==> src/rtl/salc_pkg.sv <==
// Shared types, codes and constants of the set-associative LRU cache model.
`default_nettype none
package salc_pkg;

    localparam int MAX_WAYS_DEF     = 8;
    localparam int MAX_SET_BITS_DEF = 6;

    localparam int SET_BITS_W   = 3;
    localparam int WAYS_W       = 4;
    localparam int BLOCK_BITS_W = 5;
    localparam int CFG_DATA_W   = 5;
    localparam int CFG_INDEX_W  = 2;

    localparam int ADDR_W       = 32;
    localparam int TOTAL_W      = 32;
    localparam int OUTCOME_W    = 2;
    localparam int OP_W         = 2;
    localparam int IN_TDATA_W   = 32;
    localparam int OUT_TDATA_W  = 104;

    localparam logic [SET_BITS_W-1:0]   SET_BITS_RST   = 3'd4;
    localparam logic [WAYS_W-1:0]       WAYS_RST       = 4'd1;
    localparam logic [BLOCK_BITS_W-1:0] BLOCK_BITS_RST = 5'd4;

    // Configuration register indexes.
    localparam logic [CFG_INDEX_W-1:0] REG_SET_BITS   = 2'd0;
    localparam logic [CFG_INDEX_W-1:0] REG_WAYS       = 2'd1;
    localparam logic [CFG_INDEX_W-1:0] REG_BLOCK_BITS = 2'd2;

    typedef enum logic [OP_W-1:0] {
        OP_IFETCH = 2'd0,
        OP_LOAD   = 2'd1,
        OP_STORE  = 2'd2,
        OP_MODIFY = 2'd3
    } op_t;

    localparam logic [OUTCOME_W-1:0] OUT_HIT   = 2'd0;
    localparam logic [OUTCOME_W-1:0] OUT_MISS  = 2'd1;
    localparam logic [OUTCOME_W-1:0] OUT_EVICT = 2'd2;

    typedef struct packed {
        logic               valid;
        logic [ADDR_W-1:0]  tag;
        logic [ADDR_W-1:0]  last_use;
    } line_t;

    typedef struct packed {
        logic start;
        logic ent_valid;
    } scan_ctrl_t;

    typedef struct packed {
        logic hit;
        logic free_found;
    } scan_status_t;

    function automatic int way_w(input int ways);
        return (ways > 1) ? $clog2(ways) : 1;
    endfunction

endpackage
`default_nettype wire

==> src/rtl/salc_way_scan.sv <==
// Shared tag compare and age unit that walks the ways of one set, one per cycle.
`default_nettype none
module salc_way_scan #(
    parameter int  MAX_WAYS = salc_pkg::MAX_WAYS_DEF,
    localparam int WAY_W    = salc_pkg::way_w(MAX_WAYS)
) (
    input  logic                     aclk,
    input  logic                     aresetn,
    input  salc_pkg::scan_ctrl_t     ctrl,
    input  salc_pkg::line_t          entry,
    input  logic [WAY_W-1:0]         ent_way,
    input  logic [salc_pkg::ADDR_W-1:0] tag,
    input  logic [salc_pkg::ADDR_W-1:0] now,
    output salc_pkg::scan_status_t   status,
    output logic [WAY_W-1:0]         sel_way
);
    import salc_pkg::*;

    logic              hit_reg, hit_next;
    logic              free_reg, free_next;
    logic              found_reg, found_next;
    logic [WAY_W-1:0]  hit_way_reg, hit_way_next;
    logic [WAY_W-1:0]  free_way_reg, free_way_next;
    logic [WAY_W-1:0]  victim_reg, victim_next;
    logic [ADDR_W-1:0] best_age_reg, best_age_next;
    logic [ADDR_W-1:0] age;

    assign age = now - entry.last_use;

    always_comb begin
        hit_next      = hit_reg;
        free_next     = free_reg;
        found_next    = found_reg;
        hit_way_next  = hit_way_reg;
        free_way_next = free_way_reg;
        victim_next   = victim_reg;
        best_age_next = best_age_reg;
        if (ctrl.start) begin
            hit_next   = 1'b0;
            free_next  = 1'b0;
            found_next = 1'b0;
        end else if (ctrl.ent_valid) begin
            // The first matching way wins; stale duplicates can exist after reconfiguration.
            if (!hit_reg && entry.valid && entry.tag == tag) begin
                hit_next     = 1'b1;
                hit_way_next = ent_way;
            end
            if (!free_reg && !entry.valid) begin
                free_next     = 1'b1;
                free_way_next = ent_way;
            end
            // Strictly greater keeps the lowest way on a tie.
            if (!found_reg || age > best_age_reg) begin
                found_next    = 1'b1;
                best_age_next = age;
                victim_next   = ent_way;
            end
        end
    end

    always_ff @(posedge aclk) begin
        if (!aresetn) begin
            hit_reg   <= 1'b0;
            free_reg  <= 1'b0;
            found_reg <= 1'b0;
        end else begin
            hit_reg   <= hit_next;
            free_reg  <= free_next;
            found_reg <= found_next;
        end
    end

    always_ff @(posedge aclk) begin
        hit_way_reg  <= hit_way_next;
        free_way_reg <= free_way_next;
        victim_reg   <= victim_next;
        best_age_reg <= best_age_next;
    end

    assign status.hit        = hit_reg;
    assign status.free_found = free_reg;
    assign sel_way = hit_reg ? hit_way_reg : (free_reg ? free_way_reg : victim_reg);

endmodule
`default_nettype wire

==> config.mk <==
export PLATFORM = sky130hd
export DESIGN_NAME = salc_way_scan
export DESIGN_NICKNAME = d
export VERILOG_FILES = /design/src/rtl/salc_pkg.sv /design/src/rtl/salc_way_scan.sv
export SDC_FILE = /design/constraint.sdc
export NUM_CORES = 1
export LEC_CHECK = 0
export BUFFER_PORTS_ARGS = -buffer_cell sky130_fd_sc_hd__buf_2
export CORE_UTILIZATION = 35
export DETAILED_ROUTE_END_ITERATION = 12
export GPL_TIMING_DRIVEN = 0
export SLEW_MARGIN = 15
export SYNTH_ARGS = -nofsm -noshare
export SYNTH_HDL_FRONTEND = slang
export SYNTH_SLANG_ARGS = --single-unit
==> constraint.sdc <==
create_clock -name aclk -period 9.7 [get_ports aclk]
set_input_delay 1.94 -clock aclk [delete_from_list [all_inputs] [get_ports aclk]]
set_output_delay 1.94 -clock aclk [all_outputs]
set_load 0.01 [all_outputs]
==> summary.txt, run 1 <==
Cells and area
  – Max FFs per register: 32
  – Antenna diode count: 0
  – Layout cell share with drive strength beyond 1: 24.3%
  – Final net count: 853
  – Synth-to-layout area growth: 24.8%
  – Register Area: 1290 um^2
  – Final instance area: between 5000 and 6000 um^2
  – Multi-input gate area: 2840 um^2
  – Filler cells: about 1,200

Floorplan
  – Die H: ~110 um
  – Core area: around 12,000 um^2
  – Die Width: 115 um
  – I/O pin count: 141
  – Die Area: between 10,000 and 15,000 um^2
  – Initial Utilization: 36.4%
  – Rows: 40

Drt
  – Antenna viol nets, final: 0
  – Drt drc: 0
  – WL/cell: ~12 um
  – Via count: slightly above 4,000
  – Total wire length: 10.3 mm
  – Via density: 4.93
  – Starting DRC count in detailed routing: 118
  – First-pass iteration count of the detailed router: 4

Logic synthesis
  – Post-Syn Instances: 504
  – Post-synth EDFFs: 41
  – Post-Syn Area: 4440 um^2
  – Synth unique cells: roughly 50
  – Post-synthesis sequential area ratio: 29.1%
  – Yosys warns: 0
  – Synth Register Bits: 44
  – Main synth FF type: edfxtp_1
  – Synth area leader: edfxtp_1
  – Largest cells by area after synthesis: edfxtp_1 (28%), ha_1 (18%), xnor2_1 (8.9%)
  – Most frequent cell after synthesis: inv_1
  – Synth async-reset ratio: 0%
  – Post-synth top cells: inv_1 (71), ha_1 (63), xnor2_1 (45)
  – Synthesized area per cell: 8.81 um^2
  – Post-synth top area share: 27.7%
  – Synthesized net count: 704

Setup path
  – Critical path fanouts, max: 14
  – Endpoint class of the critical path: flip-flop
  – Setup Crit Path Kind: in2reg
  – Crit path launch type: input port
  – WP data required: 9690 ps
  – Critical path data arrival time: 6920 ps

Timing
  – Setup-failing EPs final: 0
  – Unrepaired setup endpoints after global routing: false
  – Normalized max-slew margin: around half
  – Tcrit/Tclk final: 71.5%
  – Worst hold margin: 532 ps
  – Final Hold Vio Count: 0
  – Worst Skew: 7.08 ps
  – Final worst path period need: 6930 ps
  – Slew @ Worst Pin: 718 ps
  – Fin. max-slew vios: 0
  – Highest Clock Rate: 144 MHz

Global routing
  – Largest net degree at the start of global routing: 15
  – Total track usage: 16.0%
  – Vias in the first global route: roughly 3,900
  – First-pass GRT wire length: about 17 mm
  – Global route total overflow: 0
  – Initial antenna violation count: 0

Pwr
  – Pwr Density: 121 nW/um^2
  – VDD IR max: 0.0683 mV
  – Static leakage power: 0.00260 uW
  – Total chip power: 671 uW

Clocking
  – CTS tree: done
  – H-tree Lvls: 2
  – Sink Count: 44
  – Clock Latency Late Sink: approximately 280 ps
  – CTS Hold Buffers Added: 0
  – Post-CTS Setup Repair Bufs: 0
  – Clock Path Buffers: 2
  – Post-cts sizing count: 0
  – CTS Buf Count: 5
  – Clock-pin slew on the worst setup and hold paths: 60 ps
  – Clock root buffer: clkbuf_16

Job
  – Max cap viols: 0

Placement
  – Final RePlAce weighted congestion: between 0.8 and 0.9
  – Hpwl dp: 8.85 mm
  – PortBufs: 140
  – Area after DPL: 5400 um^2

Min path
  – HP Class: reg2reg

Status
  – Outcome: finished clean
[layer usage]
layer | track usage (%) | vias up | wire length (um)
met5 | 0 | - | 0
met4 | 3.12 | 0 | 65
met3 | 2.17 | 4 | 489
met2 | 31.4 | 119 | 5120
met1 | 18.4 | 1810 | 4590
li1 | - | 2118 | -
[layout by cell type (no fill, tap or decap), types with 4 or more instances in the layout]
master     instances
xor2_1            14
buf_2            140
a31oi_1            6
nor2b_1            7
o21ai_0           25
mux2i_1            5
nand4_1           21
a211oi_1           5
nor3_1            10
inv_1             71
edfxtp_1          41
nand3_1           12
nand2_1           24
a21o_1            15
xnor2_1           45
o21a_1             8
a21oi_1           39
ha_1              63
clkbuf_1          12
clkbuf_16          5
nor2_1            24
or3_1              4
[layout make-up]
type | count | share of cell area, %
Buffer | 13 | 1.02
Multi-Input combinational cell | 376 | 51.2
Clock buffer | 7 | 2.57
Clock inverter | 1 | 0.135
Timing Repair Buffer | 142 | 13.2
Inverter | 71 | 4.81
Sequential cell | 44 | 23.3
Tap cell | 168 | 3.79
[critical path: stages]
cell and delay, ps:
buf_2 100, inv_1 40, ha_1 150, inv_1 60, fa_1 390, a21o_1 210, a221oi_1 490, nor2_1 150
o41ai_2 560, a41oi_1 290, a21oi_1 240, xnor2_1 130, ha_1 290, nand4_1 120, nor4_1 460, o31ai_1 210
a211oi_4 680, buf_8 240, buf_8 170
[path summary, 6_finish.rpt]
path / startpoint / to / slack, ps / depth (start not counted)
max reg2reg: best_age_reg[27]$_DFFE_PP_ / best_age_reg[14]$_DFFE_PP_ / 6860 / 8
max: now[0] / best_age_reg[14]$_DFFE_PP_ / 2770 / 19
min: found_reg$_SDFFE_PP0P_ / found_reg$_SDFFE_PP0P_ / 530 / 2
min reg2reg: found_reg$_SDFFE_PP0P_ / found_reg$_SDFFE_PP0P_ / 530 / 2
[logic make-up (layout without fill, tap and decap cells)]
family | count (synthesis) | count (layout) | synth area share (%)
buf+inv | 84 | 234 | 7.27
compound gates | 127 | 127 | 18.8
fa+ha+maj | 64 | 64 | 18.2
xor+xnor | 59 | 59 | 11.6
flops | 44 | 44 | 29.1
simple gates | 121 | 121 | 13.9
mux | 5 | 5 | 1.13
[per-stage QoR]
stage / setup TNS, ps / instances / utilization (%) / worst slack [ps]
CTS: 0 / 822 / 45.4 / 2660
global route: 0 / 822 / 45.4 / 2360
global placement: -15880 / 812 / 43.8 / -455
floorplan: 0 / 504 / - / 1440
finish: 0 / 822 / 45.4 / 2770
detailed placement: 0 / 814 / 44.2 / 2410
[report_power, final]
group / switching [uW] / total [uW] / internal (uW) / leakage [uW]
registers: 3.28 / 233 / 230 / 0.000406
logic: 147 / 268 / 121 / 0.00213
clock network: 66.9 / 169 / 103 / 0.0000701
No activity file was read; power rests on OpenSTA's default activity.
==> run 2: changes to the inputs <==
- clock period: 9.7 -> 5.8 ns (I/O delays scaled with it)
==> summary.txt, run 2 (same netlist as run 1, synthesis figures left out) <==
Drt
  – First-pass iteration count of the detailed router: 5 (+1)
  – Drt drc: 0 (unchanged)
  – Starting DRC count in detailed routing: 191 (+62%)
  – Via count: 4,043 (-0.20%)
  – Total wire length: 10.4 mm (+1.2%)
  – Antenna viol nets, final: 0 (unchanged)
  – Via density: 4.89 (-0.80%)
  – WL/cell: 12.6 um (+0.55%)

Cells and area
  – Multi-input gate area: 2880 um^2 (+1.5%)
  – Max FFs per register: 32 (unchanged)
  – Final instance area: 5680 um^2 (+2.5%)
  – Commonest non-fill, non-tap cell in the layout: buf_2
  – Antenna diode count: 0 (unchanged)
  – Layout cell share with drive strength beyond 1: 25.8% (+1.5 points)
  – Register Area: 1290 um^2 (unchanged)
  – Most frequent cells in the layout: buf_2 (140), inv_1 (71), ha_1 (63)
  – Final net count: 859 (+0.70%)
  – Filler cells: 1,218 (+0.082%)
  – Synth-to-layout area growth: 27.9%
  – Final std cells w/o fill: 827 (+0.61%)

Floorplan
  – Initial Utilization: 36.4% (unchanged)
  – Die Area: 13,100 um^2 (unchanged)
  – Die H: 115 um (unchanged)
  – Die Width: 115 um (unchanged)
  – I/O pin count: 141 (unchanged)
  – Rows: 40 (unchanged)
  – Core area: 12,200 um^2 (unchanged)

Clocking
  – Clock root buffer: clkbuf_16
  – CTS Buf Count: 5 (unchanged)
  – Sink Count: 44 (unchanged)
  – CTS Hold Buffers Added: 0 (unchanged)
  – H-tree Lvls: 2 (unchanged)
  – CTS tree: done
  – Clock-pin slew on the worst setup and hold paths: 60 ps (about the same)
  – Clock Latency Late Sink: 280 ps (about the same)
  – Clock Path Buffers: 2 (unchanged)

Min path
  – Worst hold stages: 2 (unchanged)
  – HP Class: reg2reg

Setup path
  – Worst R2R Start: best_age_reg[17]$_DFFE_PP_
  – Setup Crit Path Kind: in2reg
  – Worst r2r path cells: 11 (+3)
  – Critical path fanouts, max: 16 (+2)
  – Worst Setup EP: best_age_reg[29]$_DFFE_PP_
  – Crit path launch type: input port
  – WP data required: 5790 ps (-3900 ps)
  – Reg2reg end: best_age_reg[29]$_DFFE_PP_
  – Flop-to-flop setup slack: 3440 ps (-3420 ps)
  – Critical path data arrival time: 5570 ps (-1350 ps)
  – Endpoint class of the critical path: flip-flop
  – Worst path slowest cell: or4_1
  – Crit. Startpoint: now[0]
  – Cells along the critical path: buf_2 > inv_1 > ha_1 > inv_1 > fa_1 > a21o_1 > a22o_1 > o41ai_4 > a311oi_2 > or4_1 > a31o_1 > xor2_1 > ha_1 > nand4_1 > or3_1 > a31oi_1 > nor4b_2 > a211oi_4 > buf_8 > buf_16
  – Max incr delay on CP: 490 ps (-190 ps)

Timing
  – Setup-failing EPs final: 0 (unchanged)
  – Worst Skew: 5.12 ps (-1.96 ps)
  – Tcrit/Tclk final: 96.1%
  – Final Hold Vio Count: 0 (unchanged)
  – Worst hold margin: 538 ps (+5.55 ps)
  – Unrepaired setup endpoints after global routing: false
  – Highest Clock Rate: 179 MHz
  – Fin. max-slew vios: 0 (unchanged)
  – Normalized max-slew margin: 50.0% (-1.7 points)
  – Slew @ Worst Pin: 744 ps (+25.7 ps)
  – Final worst path period need: between 5000 and 6000 ps

Pwr
  – Sequential group share of total power: 32.3% (-2.5 points)
  – Pint: 841 uW (+85%)
  – Static leakage power: 0.00267 uW (+2.5%)
  – Clock share of power: 29.4% (+4.1 points)
  – Total chip power: 1210 uW (+80%)
  – Sw Share: 30.5% (-1.9 points)
  – Pwr Density: 213 nW/um^2 (+76%)
  – VDD IR max: 0.133 mV (+94%)
  – Comb pwr share: 38.4% (-1.6 points)
  – NetSw: 369 uW (+70%)

Placement
  – Final RePlAce weighted congestion: 0.890 (+0.49%)
  – PortBufs: 140 (unchanged)
  – Area after DPL: 5410 um^2 (+0.23%)
  – Placed Instances: 814 (unchanged)
  – Hpwl dp: 8.76 mm (-1.0%)

Global routing
  – First-pass GRT wire length: 16.5 mm (-2.4%)
  – Vias in the first global route: 3,771 (-3.3%)
  – Largest net degree at the start of global routing: 17 (+2)
  – Initial antenna violation count: 0 (unchanged)
  – Total track usage: 15.8% (-0.24 points)
  – Global route total overflow: 0 (unchanged)

Job
  – Max cap viols: 0 (unchanged)

Status
  – Outcome: finished clean
## run 2: critical path, delay by kind of cell
family | cells | cell delay, ps
simple gates | 4 | 1130
compound gates | 7 | 1730
xor+xnor | 1 | 170
buf+inv | 5 | 510
fa+ha+maj | 3 | 850
## run 2: worst min path at each step
stage / slack, ps / start / endpoint
global route: 570 / found_reg$_SDFFE_PP0P_ / found_reg$_SDFFE_PP0P_
global placement: 550 / found_reg$_SDFFE_PP0P_ / found_reg$_SDFFE_PP0P_
detailed placement: 530 / found_reg$_SDFFE_PP0P_ / found_reg$_SDFFE_PP0P_
CTS: 550 / found_reg$_SDFFE_PP0P_ / found_reg$_SDFFE_PP0P_
floorplan: 450 / found_reg$_SDFFE_PP0P_ / found_reg$_SDFFE_PP0P_
finish: 540 / found_reg$_SDFFE_PP0P_ / found_reg$_SDFFE_PP0P_
## run 2: power by group through the flow
| stage | combinational [uW] | sequential [uW] | clock, uW |
|---|---|---|---|
| after floorplan | 316 | 396 | 0 |
| after global placement | 435 | 397 | 0 |
| after detailed placement | 453 | 397 | 0 |
| after CTS | 460 | 390 | 365 |
| after global routing | 529 | 392 | 378 |
| final | 464 | 390 | 355 |
## run 2: metal layers
metal	share of wire (%)	vias to the layer above	GRT usage [%]
met2	47	140	28.4
met5	0	-	0
met3	5.1	14	1.91
met4	3.4	0	7.27
li1	-	2118	-
met1	44	1771	18.7
## run 2: what timing repair did
action / 4_1_cts / 5_1_grt
gates resized for setup: 1 / 5
buffers inserted: 1 / 5
cloned: 0 / 0
pin swaps: 1 / 1
hold endpoints to repair: 0 / 0
setup endpoints to repair: 35 / 35
## run 2: through the flow
step	setup WS (ps)	utilization, %	setup TNS [ps]
after floorplan	15.1	-	0
after global routing	46.4	46.5	0
final	225	46.5	0
after detailed placement	-655	44.3	-18370
after global placement	-1110	43.9	-38710
after CTS	32.9	46.0	0
## run 2: area by class of cell
cell class	instances	area share (%)
inverter	71	4.69
tap	168	3.70
timing repair buffer	148	13.9
multi-input combinational	376	50.8
clock inverter	2	1.06
clock buffer	5	2.20
buffer	13	0.991
sequential	44	22.7
==> run 3: changes to the inputs <==
- ABC_AREA: not set -> 1
==> summary.txt, run 3 <==
Global routing
  – Met3 GRT Util: 2.32% (+0.41 points)
  – GR peak layer: met2
  – Global route total overflow: 0 (unchanged)
  – Largest net degree at the start of global routing: 23 (+6)
  – Initial antenna violation count: 0 (unchanged)
  – Met1 Use GR: 21.7% (+3.0 points)
  – Total track usage: 16.9% (+1.1 points)
  – GRT met2 Usage: 29.0% (+0.58 points)
  – Vias in the first global route: 4,514 (+20%)
  – First-pass GRT wire length: 19.5 mm (+18%)

Logic synthesis
  – Most frequent cell after synthesis: nand2_1
  – Synth Register Bits: 44 (unchanged)
  – Post-synthesis sequential area ratio: 27.1% (-1.9 points)
  – Yosys warns: 0 (unchanged)
  – Synth async-reset ratio: 0% (unchanged)
  – Synth area leader: edfxtp_1
  – Synth Area in Adders: 17.0% (-1.2 points)
  – Synth Area in Compound Gates: 12.9% (-5.8 points)
  – Main synth FF type: edfxtp_1
  – XOR/XNOR Fraction of Synth Area: 6.63% (-5.0 points)
  – Post-synth top area share: 25.9% (-1.8 points)
  – Post-Syn Area: 4760 um^2 (+7.1%)
  – Post-synthesis simple-gate area fraction: 26.7% (+13 points)
  – Largest cells by area after synthesis: edfxtp_1 (26%), ha_1 (17%), nand2_1 (12%)
  – Synth unique cells: 37 (-27%)
  – Post-Syn Instances: 665 (+32%)
  – Post-synthesis mux area share: 0% (-1.1 points)
  – Synthesized net count: 865 (+23%)
  – Post-synth top cells: nand2_1 (155), inv_1 (113), ha_1 (63)
  – Combinational family with the most area after synthesis: simple AND/OR/NAND/NOR gates
  – Post-synth EDFFs: 41 (unchanged)
  – Synthesized area per cell: 7.16 um^2 (-19%)

Clocking
  – Clock-pin slew on the worst setup and hold paths: 60 ps (about the same)
  – Clock Path Buffers: 2 (unchanged)
  – CTS tree: done
  – H-tree Lvls: 2 (unchanged)
  – Clock Latency Late Sink: 290 ps (about the same)
  – Post-CTS Setup Repair Bufs: 0 (-1)
  – CTS Hold Buffers Added: 0 (unchanged)
  – Clock root buffer: clkbuf_16
  – Post-cts sizing count: 0 (-1)
  – CTS Buf Count: 5 (unchanged)
  – Sink Count: 44 (unchanged)

Setup path
  – Endpoint class of the critical path: flip-flop
  – Worst R2R Start: best_age_reg[7]$_DFFE_PP_
  – Crit path launch type: input port
  – WP data required: 5790 ps (about the same)
  – Flop-to-flop setup slack: 3470 ps (+30 ps)
  – Worst r2r path cells: 13 (+2)
  – Critical path fanouts, max: 22 (+6)
  – Critical path data arrival time: 4490 ps (-1080 ps)
  – Setup Crit Path Kind: in2reg
  – Reg2reg end: best_age_reg[27]$_DFFE_PP_

Placement
  – Hpwl dp: 10.1 mm (+15%)
  – PortBufs: 140 (unchanged)
  – Final RePlAce weighted congestion: 0.903 (+1.5%)
  – Area after DPL: 5720 um^2 (+5.7%)

Drt
  – Via density: 4.61 (-5.7%)
  – Starting DRC count in detailed routing: 169 (-12%)
  – Total wire length: 11.4 mm (+9.8%)
  – First-pass iteration count of the detailed router: 4 (-1)
  – Antenna viol nets, final: 0 (unchanged)
  – WL/cell: 11.5 um (-8.1%)
  – Via count: 4,556 (+13%)
  – Drt drc: 0 (unchanged)

Timing
  – Slew @ Worst Pin: 539 ps (-205 ps)
  – Final worst path period need: 4500 ps (-1070 ps)
  – Worst hold margin: 528 ps (-10.2 ps)
  – Unrepaired setup endpoints after global routing: false
  – Tcrit/Tclk final: 77.6% (-19 points)
  – Final Hold Vio Count: 0 (unchanged)
  – Highest Clock Rate: 222 MHz (+24%)
  – Setup-failing EPs final: 0 (unchanged)
  – Worst Skew: 8.34 ps (+3.21 ps)
  – Normalized max-slew margin: 64.0% (+14 points)
  – Fin. max-slew vios: 0 (unchanged)
  – Setup TNS: 0 ps (unchanged)

Status
  – Outcome: finished clean

Cells and area
  – Filler cells: 1,426 (+17%)
  – Final net count: 1,013 (+18%)
  – Multi-input gate area: 3020 um^2 (+4.7%)
  – Final core occ: 44.4% (-2.2 points)
  – Antenna diode count: 0 (unchanged)
  – Most frequent cells in the layout: nand2_1 (155), buf_2 (140), inv_1 (113)
  – Register Area: 1290 um^2 (unchanged)
  – Max FFs per register: 32 (unchanged)
  – Final instance area: 5870 um^2 (+3.4%)
  – Synth-to-layout area growth: 23.4%
  – Layout cell share with drive strength beyond 1: 22.3% (-3.5 points)
  – Commonest non-fill, non-tap cell in the layout: nand2_1

Min path
  – HP Class: reg2reg
  – Hold Path Sink: found_reg$_SDFFE_PP0P_
  – Worst hold start: found_reg$_SDFFE_PP0P_
  – Worst hold stages: 2 (unchanged)

Floorplan
  – Initial Utilization: 35.9% (-0.44 points)
  – Die Width: 119 um (+3.4%)
  – I/O pin count: 141 (unchanged)
  – Die H: 119 um (+3.4%)
  – Core area: 13,200 um^2 (+8.4%)
  – Die Area: 14,100 um^2 (+7.0%)
  – Rows: 42 (+5.0%)

Job
  – Max cap viols: 0 (unchanged)

Pwr
  – Total chip power: 1160 uW (-3.9%)
  – VDD IR max: 0.114 mV (-14%)
  – Static leakage power: 0.00304 uW (+14%)
  – Pwr Density: 198 nW/um^2 (-7.0%)
==> run 3: changes by cell type after synthesis, sizes merged, moves of 5 or more <==
cell / change
mux2i: -5
a21oi: +26
a211oi: -6
nand2: +138
a31oi: -6
xor2: +7
nand4: -11
xnor2: -30
a21o: -11
nor2: +38
nand3: +23
clkbuf: -11
nor2b: -7
inv: +46
==> run 3: report_power, final <==
group	switching, uW	internal [uW]
Clock	111	198
Combinational	276	190
Sequential	5.50	382
Total	393	770
==> run 3: worst max path at each step <==
stage,start,endpoint,slack [ps]
2_1_floorplan,now[0],best_age_reg[0]$_DFFE_PP_,400
3_3_place_gp,now[0],best_age_reg[5]$_DFFE_PP_,-1100
3_5_place_dp,now[0],best_age_reg[4]$_DFFE_PP_,880
4_1_cts,now[0],best_age_reg[27]$_DFFE_PP_,1170
5_1_grt,now[0],best_age_reg[27]$_DFFE_PP_,830
6_report,now[0],best_age_reg[27]$_DFFE_PP_,1300
==> run 3: logic make-up after synthesis <==
group                    Yosys count
AO/OA/AOI/OAI                    110
XOR/XNOR                          36
adder cells (fa/ha/maj)           64
buffers and inverters            120
flip-flops                        44
AND/OR/NAND/NOR                  291
==> run 3: area by class of cell <==
type                            instances  share of cell area, %
Timing Repair Buffer                  141                   12.4
Clock inverter                          1                  0.511
Sequential cell                        44                   22.0
Inverter                              118                   7.54
Tap cell                              176                   3.75
Clock buffer                            5                   2.13
Buffer                                  2                  0.256
Multi-Input combinational cell        501                   51.4
==> run 3: routing by layer <==
| metal | share of wire, % | wire, um | up-vias |
|---|---|---|---|
| met4 | 2.1 | 234 | 0 |
| met2 | 47 | 5340 | 120 |
| met3 | 4.7 | 540 | 17 |
| li1 | - | - | 2473 |
| met5 | 0 | 0 | - |
| met1 | 46 | 5300 | 1946 |
==> run 3: stage by stage <==
stage | std cells | setup slack, ps
final | 988 | 1300
after global routing | 988 | 833
after CTS | 988 | 1170
after detailed placement | 982 | 880
after global placement | 981 | -1100
after floorplan | 665 | 398
==> run 3: worst max-delay path: stages <==
cell	delay (ps)
buf_2	100
inv_1	40
ha_1	140
inv_1	80
fa_1	410
nand3_1	100
nand2_2	80
a21oi_2	290
o21ai_2	120
nand2_1	110
nand2_1	60
nand2_1	50
nand2_1	100
ha_1	290
nand2_1	50
nor2_1	140
nand2_1	90
nor2_1	160
nand2_1	70
nand2_1	50
nand2_1	80
a21oi_4	470
buf_16	240
